### src/hdl/wamt_pkg.sv
`timescale 1ns / 1ps
// Package for the weekly alarm match table: item types, table entry type,
// operation and result codes and the default table size. Depends on nothing.

package wamt_pkg;

    localparam int DEF_CAPACITY = 16;

    // Operation codes of an input item.
    localparam logic [1:0] OP_TICK   = 2'd0;
    localparam logic [1:0] OP_ADD    = 2'd1;
    localparam logic [1:0] OP_REMOVE = 2'd2;

    // Kind codes of a result item.
    localparam logic [1:0] KIND_FIRED  = 2'd0;
    localparam logic [1:0] KIND_ADD    = 2'd1;
    localparam logic [1:0] KIND_REMOVE = 2'd2;

    localparam int         MIN_PER_HOUR  = 60;
    localparam logic [7:0] YEAR_SYNC_MIN = 8'd70;
    localparam logic [8:0] MAX_ID        = 9'd255;
    localparam logic [10:0] NO_MINUTE    = 11'd2047;

    typedef struct packed {
        logic [1:0]  operation;
        logic [4:0]  hour;
        logic [5:0]  minute;
        logic [2:0]  weekday;
        logic [7:0]  years_since_1900;
        logic [10:0] start_minute;
        logic [10:0] end_minute;
        logic [2:0]  entry_day;
        logic [7:0]  remove_id;
    } t_in;

    typedef struct packed {
        logic [1:0] kind;
        logic [7:0] entry_id;
        logic       ok;
        logic       last;
    } t_out;

    // One stored alarm entry, 33 bits.
    typedef struct packed {
        logic [7:0]  id;
        logic [10:0] start;
        logic [10:0] stop;
        logic [2:0]  day;
    } t_entry;

endpackage

### src/hdl/wamt_ram.sv
`timescale 1ns / 1ps
// Generic single-clock RAM with one write port and one registered read port.
// Depends on nothing.

module wamt_ram #(
    parameter int WIDTH = 8,
    parameter int DEPTH = 16,
    parameter int AW    = (DEPTH > 1) ? $clog2(DEPTH) : 1
) (
    input  logic             i_clk,
    input  logic             i_we,
    input  logic [AW-1:0]    i_waddr,
    input  logic [WIDTH-1:0] i_wdata,
    input  logic [AW-1:0]    i_raddr,
    output logic [WIDTH-1:0] o_rdata
);

    logic [WIDTH-1:0] r_mem [DEPTH];
    logic [WIDTH-1:0] r_rdata;

    always_ff @(posedge i_clk) begin
        if (i_we) begin
            r_mem[i_waddr] <= i_wdata;
        end
        r_rdata <= r_mem[i_raddr];
    end

    assign o_rdata = r_rdata;

endmodule

### src/hdl/weekly_alarm_match_table.sv
`timescale 1ns / 1ps
// Top level of the weekly alarm match table: control sequencer around one
// entry memory. Depends on wamt_pkg and wamt_ram.
//
// Channel   Direction  Handshake                  Payload
// -------   ---------  -------------------------  -------------------------
// command   in         start high, busy low       i_item   (wamt_pkg::t_in)
// result    out        o_result_strobe, 1 cycle   o_result (wamt_pkg::t_out)
// config    in         i_cfg_we                   i_cfg_wdata (enabled)
//
// An add, a remove or a tick that is not ignored raises busy until it is
// done; the table scan reads the entry memory one entry per cycle, and an
// add or a remove on an empty table skips the scan. The final result item
// shows in the same cycle as busy falls.
// An ignored tick and operation code 3 are taken without raising busy.
// After the synchronous reset the table is empty, no minute has been seen
// and the block is enabled. The receiver cannot stall: every result item is
// shown for exactly one cycle and is taken at the edge that ends it.

module weekly_alarm_match_table #(
    parameter int CAPACITY = wamt_pkg::DEF_CAPACITY
) (
    input  logic           i_clk,
    input  logic           i_rst_n,
    input  logic           start,
    output logic           busy,
    input  wamt_pkg::t_in  i_item,
    output logic           o_result_strobe,
    output wamt_pkg::t_out o_result,
    input  logic           i_cfg_we,
    input  logic           i_cfg_wdata
);

    import wamt_pkg::*;

    localparam int AW = (CAPACITY > 1) ? $clog2(CAPACITY) : 1;
    localparam int CW = $clog2(CAPACITY + 1);
    localparam logic [CW-1:0] ONE_C = CW'(1);
    localparam logic [CW-1:0] CAP_C = CW'(CAPACITY);

    typedef enum logic [2:0] {
        S_IDLE   = 3'b001,
        S_SCAN   = 3'b010,
        S_FINISH = 3'b100
    } t_state;

    // Day of week with Monday as 0; the unused code 7 counts as Sunday.
    function automatic logic [2:0] monday_day(input logic [2:0] wd);
        logic [2:0] d;
        if (wd == 3'd0 || wd == 3'd7) begin
            d = 3'd6;
        end else begin
            d = wd - 3'd1;
        end
        return d;
    endfunction

    // Control state.
    t_state        r_state, n_state;
    logic          r_enabled, n_enabled;
    logic [CW-1:0] r_count, n_count;
    logic [10:0]   r_last_min, n_last_min;
    logic          r_dv, n_dv;
    logic          r_dv_final, n_dv_final;
    logic          r_held_v, n_held_v;
    logic          r_out_v, n_out_v;

    // Payload and scan working registers.
    t_in           r_item, n_item;
    logic [10:0]   r_now, n_now;
    logic [2:0]    r_day, n_day;
    logic [CW-1:0] r_rd_idx, n_rd_idx;
    logic [CW-1:0] r_kept, n_kept;
    logic          r_found, n_found;
    logic [8:0]    r_new_id, n_new_id;
    logic [7:0]    r_held_id, n_held_id;
    t_out          r_out, n_out;

    // Entry memory port signals.
    logic          ram_we;
    logic [AW-1:0] ram_waddr;
    t_entry        ram_wdata;
    t_entry        ram_rdata;

    logic          accept;
    logic [10:0]   acc_now;
    logic          tick_live;
    logic          add_fail;

    wamt_ram #(
        .WIDTH ($bits(t_entry)),
        .DEPTH (CAPACITY),
        .AW    (AW)
    ) u_entry_ram (
        .i_clk   (i_clk),
        .i_we    (ram_we),
        .i_waddr (ram_waddr),
        .i_wdata (ram_wdata),
        .i_raddr (r_rd_idx[AW-1:0]),
        .o_rdata (ram_rdata)
    );

    assign accept  = start && (r_state == S_IDLE);
    // Minute of day from the tick fields, used as given even when out of range.
    assign acc_now = 11'(i_item.hour) * 11'(MIN_PER_HOUR) + 11'(i_item.minute);
    assign tick_live = r_enabled && (r_count != '0)
                    && (i_item.years_since_1900 >= YEAR_SYNC_MIN)
                    && (acc_now != r_last_min);
    assign add_fail = !r_enabled || (r_count >= CAP_C) || (r_new_id > MAX_ID);

    always_comb begin
        n_state    = r_state;
        n_enabled  = i_cfg_we ? i_cfg_wdata : r_enabled;
        n_count    = r_count;
        n_last_min = r_last_min;
        n_dv       = 1'b0;
        n_dv_final = 1'b0;
        n_held_v   = r_held_v;
        n_out_v    = 1'b0;
        n_item     = r_item;
        n_now      = r_now;
        n_day      = r_day;
        n_rd_idx   = r_rd_idx;
        n_kept     = r_kept;
        n_found    = r_found;
        n_new_id   = r_new_id;
        n_held_id  = r_held_id;
        n_out      = r_out;
        ram_we     = 1'b0;
        ram_waddr  = r_kept[AW-1:0];
        ram_wdata  = ram_rdata;

        unique case (r_state)
            S_IDLE: begin
                if (accept) begin
                    n_item   = i_item;
                    n_now    = acc_now;
                    n_day    = monday_day(i_item.weekday);
                    n_rd_idx = '0;
                    n_kept   = '0;
                    n_found  = 1'b0;
                    n_new_id = '0;
                    n_held_v = 1'b0;
                    priority if (i_item.operation == OP_TICK) begin
                        // An ignored tick leaves the table and the seen minute alone.
                        if (tick_live) begin
                            n_last_min = acc_now;
                            n_state    = S_SCAN;
                        end
                    end else if (i_item.operation == OP_ADD
                              || i_item.operation == OP_REMOVE) begin
                        n_state = (r_count == '0) ? S_FINISH : S_SCAN;
                    end else begin
                        // The unused operation code is taken and dropped.
                    end
                end
            end

            S_SCAN: begin
                // Issue one read per cycle; the data returns in the next cycle, together with r_dv.
                if (r_rd_idx < r_count) begin
                    n_dv       = 1'b1;
                    n_dv_final = (r_rd_idx + ONE_C == r_count);
                    n_rd_idx   = r_rd_idx + ONE_C;
                end
                if (r_dv) begin
                    unique case (r_item.operation)
                        OP_TICK: begin
                            // A match is held back one step so that the final
                            // match can carry the last flag.
                            if (ram_rdata.day == r_day && ram_rdata.start == r_now) begin
                                if (r_held_v) begin
                                    n_out_v = 1'b1;
                                    n_out   = '{kind: KIND_FIRED, entry_id: r_held_id,
                                                ok: 1'b1, last: 1'b0};
                                end
                                n_held_v  = 1'b1;
                                n_held_id = ram_rdata.id;
                            end
                        end
                        OP_ADD: begin
                            if (9'(ram_rdata.id) >= r_new_id) begin
                                n_new_id = 9'(ram_rdata.id) + 9'd1;
                            end
                        end
                        OP_REMOVE: begin
                            // Kept entries move down; the write address never
                            // passes the read address, so no entry is overwritten
                            // before it is read.
                            if (ram_rdata.id == r_item.remove_id) begin
                                n_found = 1'b1;
                            end else begin
                                ram_we = 1'b1;
                                n_kept = r_kept + ONE_C;
                            end
                        end
                        default: begin
                        end
                    endcase
                    if (r_dv_final) begin
                        n_state = S_FINISH;
                    end
                end
            end

            S_FINISH: begin
                n_state = S_IDLE;
                unique case (r_item.operation)
                    OP_TICK: begin
                        if (r_held_v) begin
                            n_out_v = 1'b1;
                            n_out   = '{kind: KIND_FIRED, entry_id: r_held_id,
                                        ok: 1'b1, last: 1'b1};
                        end
                        n_held_v = 1'b0;
                    end
                    OP_ADD: begin
                        n_out_v = 1'b1;
                        if (add_fail) begin
                            n_out = '{kind: KIND_ADD, entry_id: 8'd0, ok: 1'b0, last: 1'b1};
                        end else begin
                            ram_we    = 1'b1;
                            ram_waddr = r_count[AW-1:0];
                            ram_wdata = '{id: r_new_id[7:0], start: r_item.start_minute,
                                          stop: r_item.end_minute, day: r_item.entry_day};
                            n_count   = r_count + ONE_C;
                            n_out     = '{kind: KIND_ADD, entry_id: r_new_id[7:0],
                                          ok: 1'b1, last: 1'b1};
                        end
                    end
                    OP_REMOVE: begin
                        n_out_v = 1'b1;
                        n_count = r_kept;
                        n_out   = '{kind: KIND_REMOVE, entry_id: r_item.remove_id,
                                    ok: r_found, last: 1'b1};
                    end
                    default: begin
                    end
                endcase
            end

            default: begin
                n_state = S_IDLE;
            end
        endcase
    end

    always_ff @(posedge i_clk) begin
        if (!i_rst_n) begin
            r_state    <= S_IDLE;
            r_enabled  <= 1'b1;
            r_count    <= '0;
            r_last_min <= NO_MINUTE;
            r_dv       <= 1'b0;
            r_dv_final <= 1'b0;
            r_held_v   <= 1'b0;
            r_out_v    <= 1'b0;
        end else begin
            r_state    <= n_state;
            r_enabled  <= n_enabled;
            r_count    <= n_count;
            r_last_min <= n_last_min;
            r_dv       <= n_dv;
            r_dv_final <= n_dv_final;
            r_held_v   <= n_held_v;
            r_out_v    <= n_out_v;
        end
    end

    always_ff @(posedge i_clk) begin
        r_item    <= n_item;
        r_now     <= n_now;
        r_day     <= n_day;
        r_rd_idx  <= n_rd_idx;
        r_kept    <= n_kept;
        r_found   <= n_found;
        r_new_id  <= n_new_id;
        r_held_id <= n_held_id;
        r_out     <= n_out;
    end

    assign busy            = (r_state != S_IDLE);
    assign o_result_strobe = r_out_v;
    assign o_result        = r_out;

endmodule

### config.mk
export PLATFORM = sky130hd
export DESIGN_NAME = weekly_alarm_match_table
export DESIGN_NICKNAME = d
export VERILOG_FILES = /design/src/hdl/wamt_pkg.sv /design/src/hdl/wamt_ram.sv /design/src/hdl/weekly_alarm_match_table.sv
export SDC_FILE = /design/constraint.sdc
export NUM_CORES = 1
export LEC_CHECK = 0
export ABC_AREA = 1
export BUFFER_PORTS_ARGS = -buffer_cell sky130_fd_sc_hd__buf_4
export CORE_UTILIZATION = 40
export CTS_CLUSTER_DIAMETER = 150
export DETAILED_ROUTE_END_ITERATION = 12
export GPL_TIMING_DRIVEN = 0
export PLACE_DENSITY_LB_ADDON = 0.2
export SYNTH_ARGS = -nofsm -noshare
export SYNTH_HDL_FRONTEND = slang
export SYNTH_SLANG_ARGS = --single-unit
### constraint.sdc
create_clock -name i_clk -period 4.9 [get_ports i_clk]
set_clock_uncertainty 0.15 [all_clocks]
set_input_delay 0.49 -clock i_clk [delete_from_list [all_inputs] [get_ports i_clk]]
set_output_delay 0.49 -clock i_clk [all_outputs]
set_load 0.01 [all_outputs]
==> results.ini <==
[outcome]
status=complete, no violations

[cts]
cts_inserted_buffers=50
cts_resized=0
path_clk_slew_ns=0.06
cts.htree.levels=2
clkLatencyLatePin_ns=0.60
cts_tree=built
cts.sinks=476
cts_buffer_depth=3
clockRootBuffer=clkbuf_16
post_cts_buffers=0

[worst_hold_path]
hold_class=input pin to flip-flop
hold_depth=2
hold_start=i_item[41]

[sta]
fmax_mhz=260.8
timing.setup.tns_ns=0
post-route-period-util=0.7824
period_minus_slack_ns=3.834
grt_setup_unrepaired=no
hold_viol_final=0
worst_pin_slew_ns=1.010
max-slew-margin-rel=0.3270
finalSetupViolations=0
drv_slew=0
fin_ws_ns=1.066

[cells_and_area]
syn_to_final_growth_pct=17.23
nets=1941
drive_above_1_share=0.1138
fill_cells=4546
final_cell_mix=430 x edfxtp_1, 200 x nand2_1, 184 x nor2_1
final_util=0.4768
fin_cells=2544
register_area_um2=13830
antennaDiodeCount=0
multi_input_area_um2=5924
layout_commonest_cell=edfxtp_1

[drt]
dr.pass1.iters=7
wl_um=55330
wl_per_cell_um=21.75
drtIter0Drc=1370
ant_nets=0
via_per_inst=5.416
vias=13780
drc=0

[floorplan]
core_region_area_um2=50270
die_h_um=228.1
dieWidth_um=228.1
die-area_um2=52020
rows=82
start_util=0.4067
ios=76

[yosys]
yosysTopAreaCellShare=0.6315
synth-edff-count=430
yosys.area.top_type=edfxtp_1
synth.distinct_cells=47
ys.flop_type=edfxtp_1
synthesis.nets=1776
syn-instance-count=1665
async_flop_share=0
syn_area_per_cell_um2=12.28
ys_ff_latch=476
synth_warnings=0
netlist_area_um2=20450
synth_seq_area_share=0.6766
netlist_top_cells_area=edfxtp_1 63%, dfxtp_1 4.5%, nand2_1 3.7%

[power]
p_leak_uw=0.008640
peakVddDrop_uv=262.0
power_density_nw_per_um2=569.0

[placement]
placed_cells=2422
pre_cts_slack_ns=0.4558
port_buffers=62
post-dp-hpwl_um=37260
gp_congestion=0.8307

[worst_setup_path]
cp-startpoint=i_item[50]
cp_max_fo=10
crit_chain=buf_4 > fa_1 > fa_1 > inv_1 > fa_1 > inv_1 > ha_1 > nand2_1 > nor2_1 > nor2_1 > nor2_1 > nand3_1 > nor2_2 > nand2_1 > nand2_1 > nand3_1 > nand2_1 > nand3_2 > nand2_2 > inv_2 > buf_6 > nand3_1 > nand3_1
crit_type=input pin to flip-flop
crit_slowest_cell=fa_1
critPathMaxStageDelay_ns=0.55
ff2ff_path_depth=10
crit_required_ns=5.20
r2r-start=r_item[56]
start_kind=input pin
worst_ep_arrival_time_ns=4.13
crit_path_end_kind=flip-flop

[job]
drv_cap=0

[global_routing]
grt_pass1_vias=13170
grt_max_degree=28
track_usage=0.2110
grt_overflow=0
grt_pass1_wl_um=81720
antenna_found_initial=0

==> critical path: cells and delay by family <==
family,cells,cell delay [ns]
adders and majority gates,4,1.92
buffers and inverters,5,0.43
and+or+nand+nor,14,1.29
==> area by class of cell <==
class / count / share of cell area
Sequential cell: 476 / 0.5772
Buffer: 79 / 0.01373
Multi-Input combinational cell: 979 / 0.2472
Tap cell: 672 / 0.03508
Clock buffer: 62 / 0.05497
Timing Repair Buffer: 113 / 0.04416
Inverter: 131 / 0.02052
Clock inverter: 32 / 0.007204
==> logic make-up (layout without fill, tap and decap cells) <==
kind of cell / Yosys count / count (layout) / synth area share
compound gates: 292 / 292 / 0.09283
xor+xnor: 24 / 24 / 0.01028
flops: 476 / 476 / 0.6766
simple gates: 544 / 544 / 0.1130
fa+ha+maj: 49 / 49 / 0.03292
buf+inv: 210 / 417 / 0.04008
mux: 70 / 70 / 0.03427
==> where the power goes <==
| part | leakage [µW] | total [µW] | switching [µW] | internal, µW |
|---|---|---|---|---|
| Combinational | 0.00361 | 4580 | 3260 | 1320 |
| Clock | 0.000731 | 3490 | 1580 | 1920 |
| Sequential | 0.00430 | 5560 | 272 | 5290 |
| Total | 0.00864 | 13600 | 5110 | 8530 |
==> state kept, by name, summed over array words and instances, names as in the netlist <==
name	flops
r_held_id	8
o_result	12
r_now	11
r_count	5
r_day	3
r_rd_idx	5
r_enabled	1
r_found	1
r_new_id	9
r_kept	5
r_dv_final	1
r_last_min	11
u_entry_ram.r_mem	352
r_state	3
r_item	24
u_entry_ram.o_rdata	22
r_dv	1
r_held_v	1
o_result_strobe	1
==> routing by layer <==
metal  track usage  wire (µm)  vias to the layer above
li1              -          -                     6399
met1        0.2891      23960                     6788
met2        0.3386      26100                      504
met3       0.03300       3541                       87
met4       0.07886       1722                        0
met5             0          0                        -
==> synthesized netlist by cell type (2+ instances only) <==
cell type	number
nand3_1	83
inv_1	124
nand2_2	7
inv_2	6
buf_2	10
ha_1	41
xnor2_1	15
buf_6	2
a21oi_1	34
a22oi_1	8
o211ai_1	17
nand4_1	15
o22ai_1	3
a211oi_1	2
o32ai_1	16
nor4_1	3
xor2_1	9
edfxtp_1	430
o21a_1	2
nor3_2	2
dfxtp_1	46
or2_2	6
nand3b_1	6
nand3_2	2
clkbuf_1	63
or2_1	2
o221ai_1	71
mux2i_1	70
nor3_1	13
nor2_2	3
fa_1	8
a31oi_1	3
buf_1	3
nor2_1	200
o21ai_0	129
nand2_1	200
==> final timing paths <==
check | slack (ns) | endpoint
max | 1.07 | r_last_min[7]
min | 0.05 | r_day[0]
max reg2reg | 1.10 | u_entry_ram.r_mem[12][1]
min reg2reg | 0.33 | r_last_min[2]
==> metrics by stage <==
stage          hold WS (ns)  cell area, µm²  total power, µW
6_report            0.04875           23970            13640
5_1_grt             0.03640           23970            14270
4_1_cts             0.02374           23960            13660
3_5_place_dp         0.3201           22190            10170
3_3_place_gp         0.3124           21750             9923
2_1_floorplan        0.2922           20450             8266
==> repair_timing <==
| action | 4_1_cts | 5_1_grt |
|---|---|---|
| endpoints found under the hold margin | 27 | 0 |
| setup endpoints to repair | 0 | 0 |
| hold buffers | 28 | 0 |
(Power assumes the default switching activity.)
